`src/assert_macros.svh`:
```
// Assertion helpers. They expect clk and rst_n to be visible where they are used.
`ifndef ASSERT_MACROS_SVH
`define ASSERT_MACROS_SVH

// A property that must hold at every clock edge outside reset.
`define DEQ_ASSERT(label, prop, msg) \
  label: assert property (@(posedge clk) disable iff (!rst_n) (prop)) else $error(msg);

// A condition that must never be seen outside reset.
`define DEQ_NEVER(label, cond, msg) \
  `DEQ_ASSERT(label, !(cond), msg)

`endif

```
`src/deq_pkg.sv`:
```
package deq_pkg;

  typedef enum logic [2:0] {
    REQ_PUSH_FRONT = 3'd0,
    REQ_PUSH_BACK  = 3'd1,
    REQ_POP_FRONT  = 3'd2,
    REQ_POP_BACK   = 3'd3,
    REQ_PEEK_FIRST = 3'd4,
    REQ_PEEK_LAST  = 3'd5,
    REQ_WALK_FWD   = 3'd6,
    REQ_WALK_BWD   = 3'd7
  } req_type_t;

  typedef enum logic [1:0] {
    ST_OK    = 2'd0,
    ST_EMPTY = 2'd1,
    ST_FULL  = 2'd2
  } status_t;

  // Operation broadcast to every cell of the chain.
  typedef enum logic [2:0] {
    OP_HOLD = 3'd0,
    OP_SHR  = 3'd1,
    OP_SHL  = 3'd2,
    OP_LOAD = 3'd3,
    OP_ROTL = 3'd4,
    OP_ROTR = 3'd5
  } cell_op_t;

  typedef struct packed {
    cell_op_t op;
    logic     in_occ;  // cell holds an element
    logic     is_tail; // cell holds the last element
    logic     is_cnt;  // first free cell
  } cell_ctl_t;

endpackage

```
`src/deq_if.sv`:
```
interface deq_req_if #(
  parameter int DATA_WIDTH = 32
);
  logic                  valid;
  logic                  ready;
  logic [2:0]            req_type;
  logic [DATA_WIDTH-1:0] push_value;

  modport source (output valid, output req_type, output push_value, input ready);
  modport sink (input valid, input req_type, input push_value, output ready);
endinterface

interface deq_rsp_if #(
  parameter int DATA_WIDTH = 32,
  parameter int OCC_WIDTH  = 5
);
  logic                  valid;
  logic                  ready;
  logic [DATA_WIDTH-1:0] out_value;
  logic [1:0]            status;
  logic                  last;
  logic [OCC_WIDTH-1:0]  occupancy;

  modport source (output valid, output out_value, output status, output last,
                  output occupancy, input ready);
  modport sink (input valid, input out_value, input status, input last,
                input occupancy, output ready);
endinterface

```
`src/deq_cell.sv`:
```
module deq_cell
  import deq_pkg::*;
#(
  parameter int DATA_WIDTH = 32
) (
  input  logic                  clk,
  input  cell_ctl_t             ctl_i,
  input  logic [DATA_WIDTH-1:0] left_i,
  input  logic [DATA_WIDTH-1:0] right_i,
  input  logic [DATA_WIDTH-1:0] head_i,
  input  logic [DATA_WIDTH-1:0] push_i,
  output logic [DATA_WIDTH-1:0] data_o
);

  logic [DATA_WIDTH-1:0] data_r;
  logic [DATA_WIDTH-1:0] data_nxt;

  always_comb begin
    data_nxt = data_r;
    case (ctl_i.op)
      OP_HOLD: data_nxt = data_r;
      OP_SHR:  data_nxt = left_i;
      OP_SHL:  data_nxt = right_i;
      OP_LOAD: begin
        if (ctl_i.is_cnt) data_nxt = push_i;
      end
      // The tail cell closes the ring by taking the head element.
      OP_ROTL: begin
        if (ctl_i.is_tail) begin
          data_nxt = head_i;
        end else if (ctl_i.in_occ) begin
          data_nxt = right_i;
        end
      end
      OP_ROTR: begin
        if (ctl_i.in_occ) data_nxt = left_i;
      end
      default: data_nxt = data_r;
    endcase
  end

  always_ff @(posedge clk) begin
    data_r <= data_nxt;
  end

  assign data_o = data_r;

endmodule

```
`src/double_ended_queue_unit.sv`:
```
// Bounded double-ended queue of CAPACITY words held in a chain of cells, cell 0
// being the front. Push, pop and peek requests are answered through the output
// register; one request per cycle is accepted while the result side keeps up,
// and each gives exactly one result word with last set. A walk gives one result
// word per stored element (one empty-status word for an empty queue); the chain
// rotates by one cell per cycle, while the result side keeps up, to bring each
// element to the output register; no request is accepted during a walk. A push
// into a full queue is dropped with a full status, and pop, peek or walk on an
// empty queue returns an empty status; error results carry a zero value.
`include "assert_macros.svh"

module double_ended_queue_unit
  import deq_pkg::*;
#(
  parameter int CAPACITY   = 16,
  parameter int DATA_WIDTH = 32
) (
  input logic       clk,
  input logic       rst_n,
  deq_req_if.sink   in_req,
  deq_rsp_if.source out_rsp
);

  localparam int IDX_W = $clog2(CAPACITY);
  localparam int CNT_W = $clog2(CAPACITY + 1);

  logic [CNT_W-1:0] cnt_r, cnt_nxt;
  logic             walking_r, walking_nxt;
  logic             walk_back_r, walk_back_nxt;
  logic [CNT_W-1:0] walk_left_r, walk_left_nxt;

  logic                  out_valid_r, out_valid_nxt;
  logic [DATA_WIDTH-1:0] out_value_r;
  status_t               out_status_r;
  logic                  out_last_r;
  logic [CNT_W-1:0]      out_occ_r;

  logic                  slot_free;
  logic                  in_ready;
  logic                  accept;
  logic                  step;
  logic                  emit;
  logic                  empty;
  logic                  full;
  req_type_t             req;
  cell_op_t              cell_op;
  logic [DATA_WIDTH-1:0] res_value;
  status_t               res_status;
  logic                  res_last;

  logic [DATA_WIDTH-1:0] cell_data [CAPACITY];
  logic [DATA_WIDTH-1:0] head_data;
  logic [DATA_WIDTH-1:0] tail_data;
  logic [DATA_WIDTH-1:0] chain_in;
  logic [CNT_W-1:0]      tail_pos;

  assign tail_pos  = cnt_r - CNT_W'(1);
  assign head_data = cell_data[0];
  assign tail_data = cell_data[tail_pos[IDX_W-1:0]];
  assign empty     = (cnt_r == '0);
  assign full      = (cnt_r == CNT_W'(CAPACITY));
  assign req       = req_type_t'(in_req.req_type);

  always_comb begin
    slot_free     = !out_valid_r || out_rsp.ready;
    in_ready      = !walking_r && slot_free;
    accept        = in_req.valid && in_ready;
    step          = walking_r && slot_free;
    cnt_nxt       = cnt_r;
    walking_nxt   = walking_r;
    walk_back_nxt = walk_back_r;
    walk_left_nxt = walk_left_r;
    cell_op       = OP_HOLD;
    emit          = 1'b0;
    res_value     = '0;
    res_status    = ST_OK;
    res_last      = 1'b1;

    if (accept) begin
      emit = 1'b1;
      case (req)
        REQ_PUSH_FRONT, REQ_PUSH_BACK: begin
          if (full) begin
            res_status = ST_FULL;
          end else begin
            cell_op = (req == REQ_PUSH_FRONT) ? OP_SHR : OP_LOAD;
            cnt_nxt = cnt_r + CNT_W'(1);
          end
        end
        REQ_POP_FRONT, REQ_POP_BACK, REQ_PEEK_FIRST, REQ_PEEK_LAST: begin
          if (empty) begin
            res_status = ST_EMPTY;
          end else begin
            res_value = (req == REQ_POP_FRONT || req == REQ_PEEK_FIRST) ?
                        head_data : tail_data;
            if (req == REQ_POP_FRONT) cell_op = OP_SHL;
            if (req == REQ_POP_FRONT || req == REQ_POP_BACK) begin
              cnt_nxt = cnt_r - CNT_W'(1);
            end
          end
        end
        REQ_WALK_FWD, REQ_WALK_BWD: begin
          if (empty) begin
            res_status = ST_EMPTY;
          end else begin
            walk_back_nxt = (req == REQ_WALK_BWD);
            res_value     = walk_back_nxt ? tail_data : head_data;
            cell_op       = walk_back_nxt ? OP_ROTR : OP_ROTL;
            res_last      = (cnt_r == CNT_W'(1));
            walking_nxt   = !res_last;
            walk_left_nxt = cnt_r - CNT_W'(1);
          end
        end
        default: emit = 1'b1;
      endcase
    end else if (step) begin
      // One more element of a walk; the rotation brings the next one into place.
      emit          = 1'b1;
      res_value     = walk_back_r ? tail_data : head_data;
      cell_op       = walk_back_r ? OP_ROTR : OP_ROTL;
      res_last      = (walk_left_r == CNT_W'(1));
      walking_nxt   = !res_last;
      walk_left_nxt = walk_left_r - CNT_W'(1);
    end

    if (emit) begin
      out_valid_nxt = 1'b1;
    end else if (out_rsp.ready) begin
      out_valid_nxt = 1'b0;
    end else begin
      out_valid_nxt = out_valid_r;
    end
  end

  // The front cell takes the pushed word on a shift and the tail word on a
  // backward rotation.
  assign chain_in = (cell_op == OP_ROTR) ? tail_data : in_req.push_value;

  for (genvar i = 0; i < CAPACITY; i++) begin : g_cell
    cell_ctl_t             ctl;
    logic [DATA_WIDTH-1:0] left_data;
    logic [DATA_WIDTH-1:0] right_data;

    assign ctl.op      = cell_op;
    assign ctl.in_occ  = (CNT_W'(i) < cnt_r);
    assign ctl.is_tail = (CNT_W'(i) == tail_pos) && !empty;
    assign ctl.is_cnt  = (CNT_W'(i) == cnt_r);

    if (i == 0) begin : g_first
      assign left_data = chain_in;
    end else begin : g_inner_l
      assign left_data = cell_data[i-1];
    end

    if (i == CAPACITY - 1) begin : g_last
      assign right_data = cell_data[i];
    end else begin : g_inner_r
      assign right_data = cell_data[i+1];
    end

    deq_cell #(
      .DATA_WIDTH(DATA_WIDTH)
    ) u_cell (
      .clk    (clk),
      .ctl_i  (ctl),
      .left_i (left_data),
      .right_i(right_data),
      .head_i (head_data),
      .push_i (in_req.push_value),
      .data_o (cell_data[i])
    );
  end

  always_ff @(posedge clk) begin
    if (!rst_n) begin
      cnt_r       <= '0;
      walking_r   <= 1'b0;
      walk_back_r <= 1'b0;
      walk_left_r <= '0;
      out_valid_r <= 1'b0;
    end else begin
      cnt_r       <= cnt_nxt;
      walking_r   <= walking_nxt;
      walk_back_r <= walk_back_nxt;
      walk_left_r <= walk_left_nxt;
      out_valid_r <= out_valid_nxt;
    end
  end

  always_ff @(posedge clk) begin
    if (emit) begin
      out_value_r  <= res_value;
      out_status_r <= res_status;
      out_last_r   <= res_last;
      out_occ_r    <= cnt_nxt;
    end
  end

  assign in_req.ready      = in_ready;
  assign out_rsp.valid     = out_valid_r;
  assign out_rsp.out_value = out_value_r;
  assign out_rsp.status    = out_status_r;
  assign out_rsp.last      = out_last_r;
  assign out_rsp.occupancy = out_occ_r;

  `DEQ_NEVER(a_cnt_bound, cnt_r > CNT_W'(CAPACITY), "element count above capacity")
  `DEQ_NEVER(a_no_accept_in_walk, walking_r && in_req.ready, "request taken during a walk")
  `DEQ_ASSERT(a_walk_left, walking_r |-> (walk_left_r != '0), "walk running with nothing left")
  `DEQ_ASSERT(a_walk_end, (step && walk_left_r == CNT_W'(1)) |=> !walking_r, "walk did not end")
  `DEQ_ASSERT(a_full_push, (accept && full && (req == REQ_PUSH_FRONT || req == REQ_PUSH_BACK)) |=> (out_valid_r && out_status_r == ST_FULL && cnt_r == CNT_W'(CAPACITY)), "full push not reported")

endmodule
```
`src/flat_wrapper.sv`:
```
// flat-port wrapper written by rule: the top's interface ports become plain ports
module double_ended_queue_unit_flat import deq_pkg::*;
#(
  parameter int CAPACITY   = 16,
  parameter int DATA_WIDTH = 32
)
  (clk, rst_n, in_req_valid, in_req_req_type, in_req_push_value, in_req_ready, out_rsp_valid, out_rsp_out_value, out_rsp_status, out_rsp_last, out_rsp_occupancy, out_rsp_ready);
  deq_req_if #(.DATA_WIDTH(DATA_WIDTH)) in_req_i ();
  deq_rsp_if #(.DATA_WIDTH(DATA_WIDTH)) out_rsp_i ();
  input logic clk;
  input logic rst_n;
  input wire logic [$bits(in_req_i.valid)-1:0] in_req_valid;
  input wire logic [$bits(in_req_i.req_type)-1:0] in_req_req_type;
  input wire logic [$bits(in_req_i.push_value)-1:0] in_req_push_value;
  output wire logic [$bits(in_req_i.ready)-1:0] in_req_ready;
  output wire logic [$bits(out_rsp_i.valid)-1:0] out_rsp_valid;
  output wire logic [$bits(out_rsp_i.out_value)-1:0] out_rsp_out_value;
  output wire logic [$bits(out_rsp_i.status)-1:0] out_rsp_status;
  output wire logic [$bits(out_rsp_i.last)-1:0] out_rsp_last;
  output wire logic [$bits(out_rsp_i.occupancy)-1:0] out_rsp_occupancy;
  input wire logic [$bits(out_rsp_i.ready)-1:0] out_rsp_ready;
  assign in_req_i.valid = in_req_valid;
  assign in_req_i.req_type = in_req_req_type;
  assign in_req_i.push_value = in_req_push_value;
  assign in_req_ready = in_req_i.ready;
  assign out_rsp_valid = out_rsp_i.valid;
  assign out_rsp_out_value = out_rsp_i.out_value;
  assign out_rsp_status = out_rsp_i.status;
  assign out_rsp_last = out_rsp_i.last;
  assign out_rsp_occupancy = out_rsp_i.occupancy;
  assign out_rsp_i.ready = out_rsp_ready;
  double_ended_queue_unit #(.CAPACITY(CAPACITY), .DATA_WIDTH(DATA_WIDTH)) u_core (.clk(clk), .rst_n(rst_n), .in_req(in_req_i), .out_rsp(out_rsp_i));
endmodule
```
`config.mk`:
```
export PLATFORM = sky130hd
export DESIGN_NAME = double_ended_queue_unit_flat
export DESIGN_NICKNAME = d
export VERILOG_FILES = /design/src/deq_pkg.sv /design/src/deq_if.sv /design/src/deq_cell.sv /design/src/double_ended_queue_unit.sv /design/src/flat_wrapper.sv
export VERILOG_INCLUDE_DIRS = /design/src /design/src/src
export SDC_FILE = /design/constraint.sdc
export NUM_CORES = 2
export LEC_CHECK = 0
export BUFFER_PORTS_ARGS = -buffer_cell sky130_fd_sc_hd__buf_4
export CELL_PAD_IN_SITES_DETAIL_PLACEMENT = 1
export CELL_PAD_IN_SITES_GLOBAL_PLACEMENT = 1
export CORE_MARGIN = 2
export CORE_UTILIZATION = 45
export DETAILED_ROUTE_END_ITERATION = 12
export PLACE_DENSITY = 0.81
export RECOVER_POWER = 50
export SYNTH_ARGS = -nofsm -noshare
export SYNTH_HDL_FRONTEND = slang
export SYNTH_SLANG_ARGS = --single-unit
```
`constraint.sdc`:
```
create_clock -name clk -period 6.69 [get_ports clk]
set_input_delay 0.669 -clock clk [delete_from_list [all_inputs] [get_ports clk]]
set_output_delay 0.669 -clock clk [all_outputs]
set_load 0.02 [all_outputs]
```
==> key figures <==
Floorplanning
  – Die Height: 278 µm
  – Starting Density: 0.455
  – Core area: 0.0744 mm²
  – Die area: 0.0775 mm²
  – # IOs: 81
  – # rows: 100
  – Die width: 278 µm

Clock network
  – H-tree depth: 3
  – Reg clk slew, reported paths: 0.06 ns
  – Worst-skew pair later-pin latency: 0.63 ns
  – Clock sink total: 565
  – Clock Tree Root: clkbuf_16
  – CTS resizes: 0
  – Setup Buffers After CTS: 0
  – CTS tree: yes
  – Total CTS buffers: 68
  – CTS Buffer Depth: 3
  – Post-CTS Hold Buffers: 0

Timing
  – Slew Viols, Final: 214
  – Skew final: 0.0262 ns
  – Final hold slack: 0.282 ns
  – Relative slew slack: -0.886
  – Fmax: 169 MHz
  – RSZ-0062 raised after global routing: false
  – Setup TNS: 0 ns
  – Final hold vios: 0
  – Worst setup margin: 0.777 ns
  – Period utilisation layout: 0.884
  – Worst-margin pin slew: 2.83 ns
  – Final Critical Period: 5.91 ns
  – Final setup vio count: 0

Pwr
  – Worst vdd ir: 0.168 mV
  – Pwr Density: 294 mW/mm²
  – Total chip power: 11.0 mW
  – Pleak: 11.5 nW

Worst setup path
  – Startpoint types: flop
  – Worst setup EP type: flop
  – Crit path DAT: 6.17 ns
  – Required @ worst endpoint: 6.95 ns
  – CP max FO: 45
  – Worst Reg2Reg Path Length in Cells: 9
  – WS Path Type: flop to flop

Yosys
  – Ys async rst share: 0
  – Yosys warns: 0
  – Mapped Nets: 3481
  – Unique masters post-synth: 71
  – Number of synthesized flops with an enable pin: 552
  – Ys flop type: edfxtp_1
  – FF+latch count, synth: 565
  – Post-Syn Instances: 3434
  – Seq/Total Area, Yosys: 0.497
  – Synth Cell Area: 0.0339 mm²
  – Avg Synthesized Cell Area: 9.86 µm²

Global route
  – First-pass GRT wire length: 211 mm
  – Vias in the first global route: 31.4k
  – Global routing usage on met1: 0.485
  – Grt met3 use: 0.0915
  – Initial antenna violation count: 2
  – Largest net degree at the start of global routing: 104
  – Tot GR Track Use: 0.368
  – GRT overflow: 0
  – Met2 GRT Util: 0.563
  – Top Usage Layer GRT: met2

Worst hold path
  – Worst hold stages: 2
  – Hold Path Class: primary input to flop

Job
  – Max cap viols: 9

Finish
  – Post-Layout Inst Area: 0.0376 mm²
  – Final core utilization: 0.505
  – Area growth, synth to finish: 11.1%
  – Most frequent cells in the layout: nand2_1, edfxtp_1, nor2_1, a31oi_1, a21oi_1
  – Total Nets Final: 3399
  – Commonest non-fill, non-tap cell in the layout: nand2_1
  – Share of layout cells above drive strength 1: 0.138
  – Non-Filler Instances: 4375

Place
  – HPWL after DPL: 82.2 mm
  – Place WS: 1.72 ns
  – Placed Instances: 4251
  – Dpl cell area: 0.0356 mm²
  – Gpl congestion: 0.889
  – # port buffers: 80

Run status
  – Failing checks: max-capacitance violations, max-slew violations
  – Run status: finished with violations

Route
  – DRC viols: 0
  – DR vias/cell: 7.19
  – Post-Route WL: 144 mm
  – Initial drt markers: 5548
  – Drt wl/cell: 33.0 µm
  – Drt first pass iters: 6
  – Vias post-DR: 31.5k
  – Post-route ant nets: 0
layout make-up:
class	count	area, µm²
Fill cell	8164	36800
Clock buffer	88	1850
Antenna cell	2	5.00
Sequential cell	565	16800
Timing Repair Buffer	166	1170
Clock inverter	34	418
Tap cell	969	1210
Multi-Input combinational cell	2544	16100
Inverter	7	26.3
synth_stat cells, types with 3 or more instances:
cell type / n / area share
nand2b_1: 5 / 0.00092
a211oi_1: 4 / 0.00089
o21a_1: 37 / 0.0082
ha_1: 8 / 0.0030
a21o_1: 26 / 0.0058
inv_1: 6 / 0.00066
and2_1: 75 / 0.014
a21boi_0: 3 / 0.00066
nand3_1: 10 / 0.0015
xnor2_1: 3 / 0.00078
o21ai_0: 61 / 0.0090
or2_2: 3 / 0.00055
edfxtp_1: 552 / 0.49
a31oi_1: 323 / 0.060
a22o_1: 33 / 0.0085
clkbuf_1: 184 / 0.020
nor2b_1: 8 / 0.0015
mux2i_1: 9 / 0.0027
nor3_2: 8 / 0.0024
or3_1: 3 / 0.00055
buf_4: 3 / 0.00066
o22a_1: 17 / 0.0044
a22oi_1: 59 / 0.013
dfxtp_1: 13 / 0.0077
a221oi_1: 3 / 0.00078
o22ai_1: 16 / 0.0030
nor2_1: 447 / 0.050
nand2_1: 856 / 0.095
nor2_2: 19 / 0.0035
o21ai_2: 7 / 0.0018
a21oi_1: 170 / 0.025
mux4_2: 160 / 0.11
o32a_1: 47 / 0.014
nor3_1: 42 / 0.0062
buf_2: 106 / 0.016
o31ai_1: 5 / 0.0011
o311a_1: 8 / 0.0024
o21ai_1: 31 / 0.0046
buf_1: 25 / 0.0028
final timing paths:
check                                           from                                       endpoint  slack [ns]
setup reg to reg          u_core.cnt_r[1]$_SDFF_PN0_  u_core.g_cell[11].u_cell.data_o[23]$_DFFE_PP_        0.78
setup / recovery          u_core.cnt_r[1]$_SDFF_PN0_  u_core.g_cell[11].u_cell.data_o[23]$_DFFE_PP_        0.78
hold / removal                          in_req_valid              u_core.out_rsp.valid$_SDFFE_PN0P_        0.28
hold reg to reg   u_core.walk_left_r[1]$_SDFFE_PN0P_             u_core.walk_left_r[1]$_SDFFE_PN0P_        0.49
worst max-delay path, cell delays in order, from the launching register on:
cell and delay (ns):
dfxtp_1 0.48, inv_1 0.25, ha_1 0.37, nor4b_1 1.03, nor4b_2 0.30, o21ai_4 0.35, buf_4 0.65, o22ai_1 0.20
a21oi_2 1.28, buf_4 0.60
state kept, by name, indices dropped and copies added, names as in the netlist:
| register | count |
|---|---|
| u_core.walking_r | 1 |
| u_core.walk_left_r | 5 |
| u_core.out_rsp.status | 2 |
| u_core.g_cell.u_cell.data_o | 512 |
| u_core.out_rsp.occupancy | 5 |
| u_core.out_rsp.last | 1 |
| u_core.out_rsp.valid | 1 |
| u_core.walk_back_r | 1 |
| u_core.cnt_r | 5 |
| u_core.out_rsp.out_value | 32 |
kinds of logic (layout without fill, tap and decap cells):
| logic type | Yosys count | after routing | share of synthesized area |
|---|---|---|---|
| AOI/OAI and AO/OA | 874 | 874 | 0.170 |
| xor gates and xnor gates | 4 | 4 | 0.00103 |
| adders and majority gates | 8 | 8 | 0.00296 |
| buffers and inverters | 325 | 295 | 0.0403 |
| DFF | 565 | 565 | 0.497 |
| muxes | 170 | 170 | 0.109 |
| other | 0 | 2 | 0 |
| and+or+nand+nor | 1488 | 1488 | 0.179 |
per-layer routing:
metal  vias up  share of wire
li1      12500              -
met4         4          0.056
met1     15700           0.36
met2      2664           0.44
met3       575           0.14
met5         -        0.00017
report_power, final:
part | switching (mW) | internal, mW
clock network | 1.64 | 2.31
registers | 0.366 | 4.44
logic | 1.47 | 0.822
total | 3.47 | 7.57
Power figures use the tool's default switching activity.
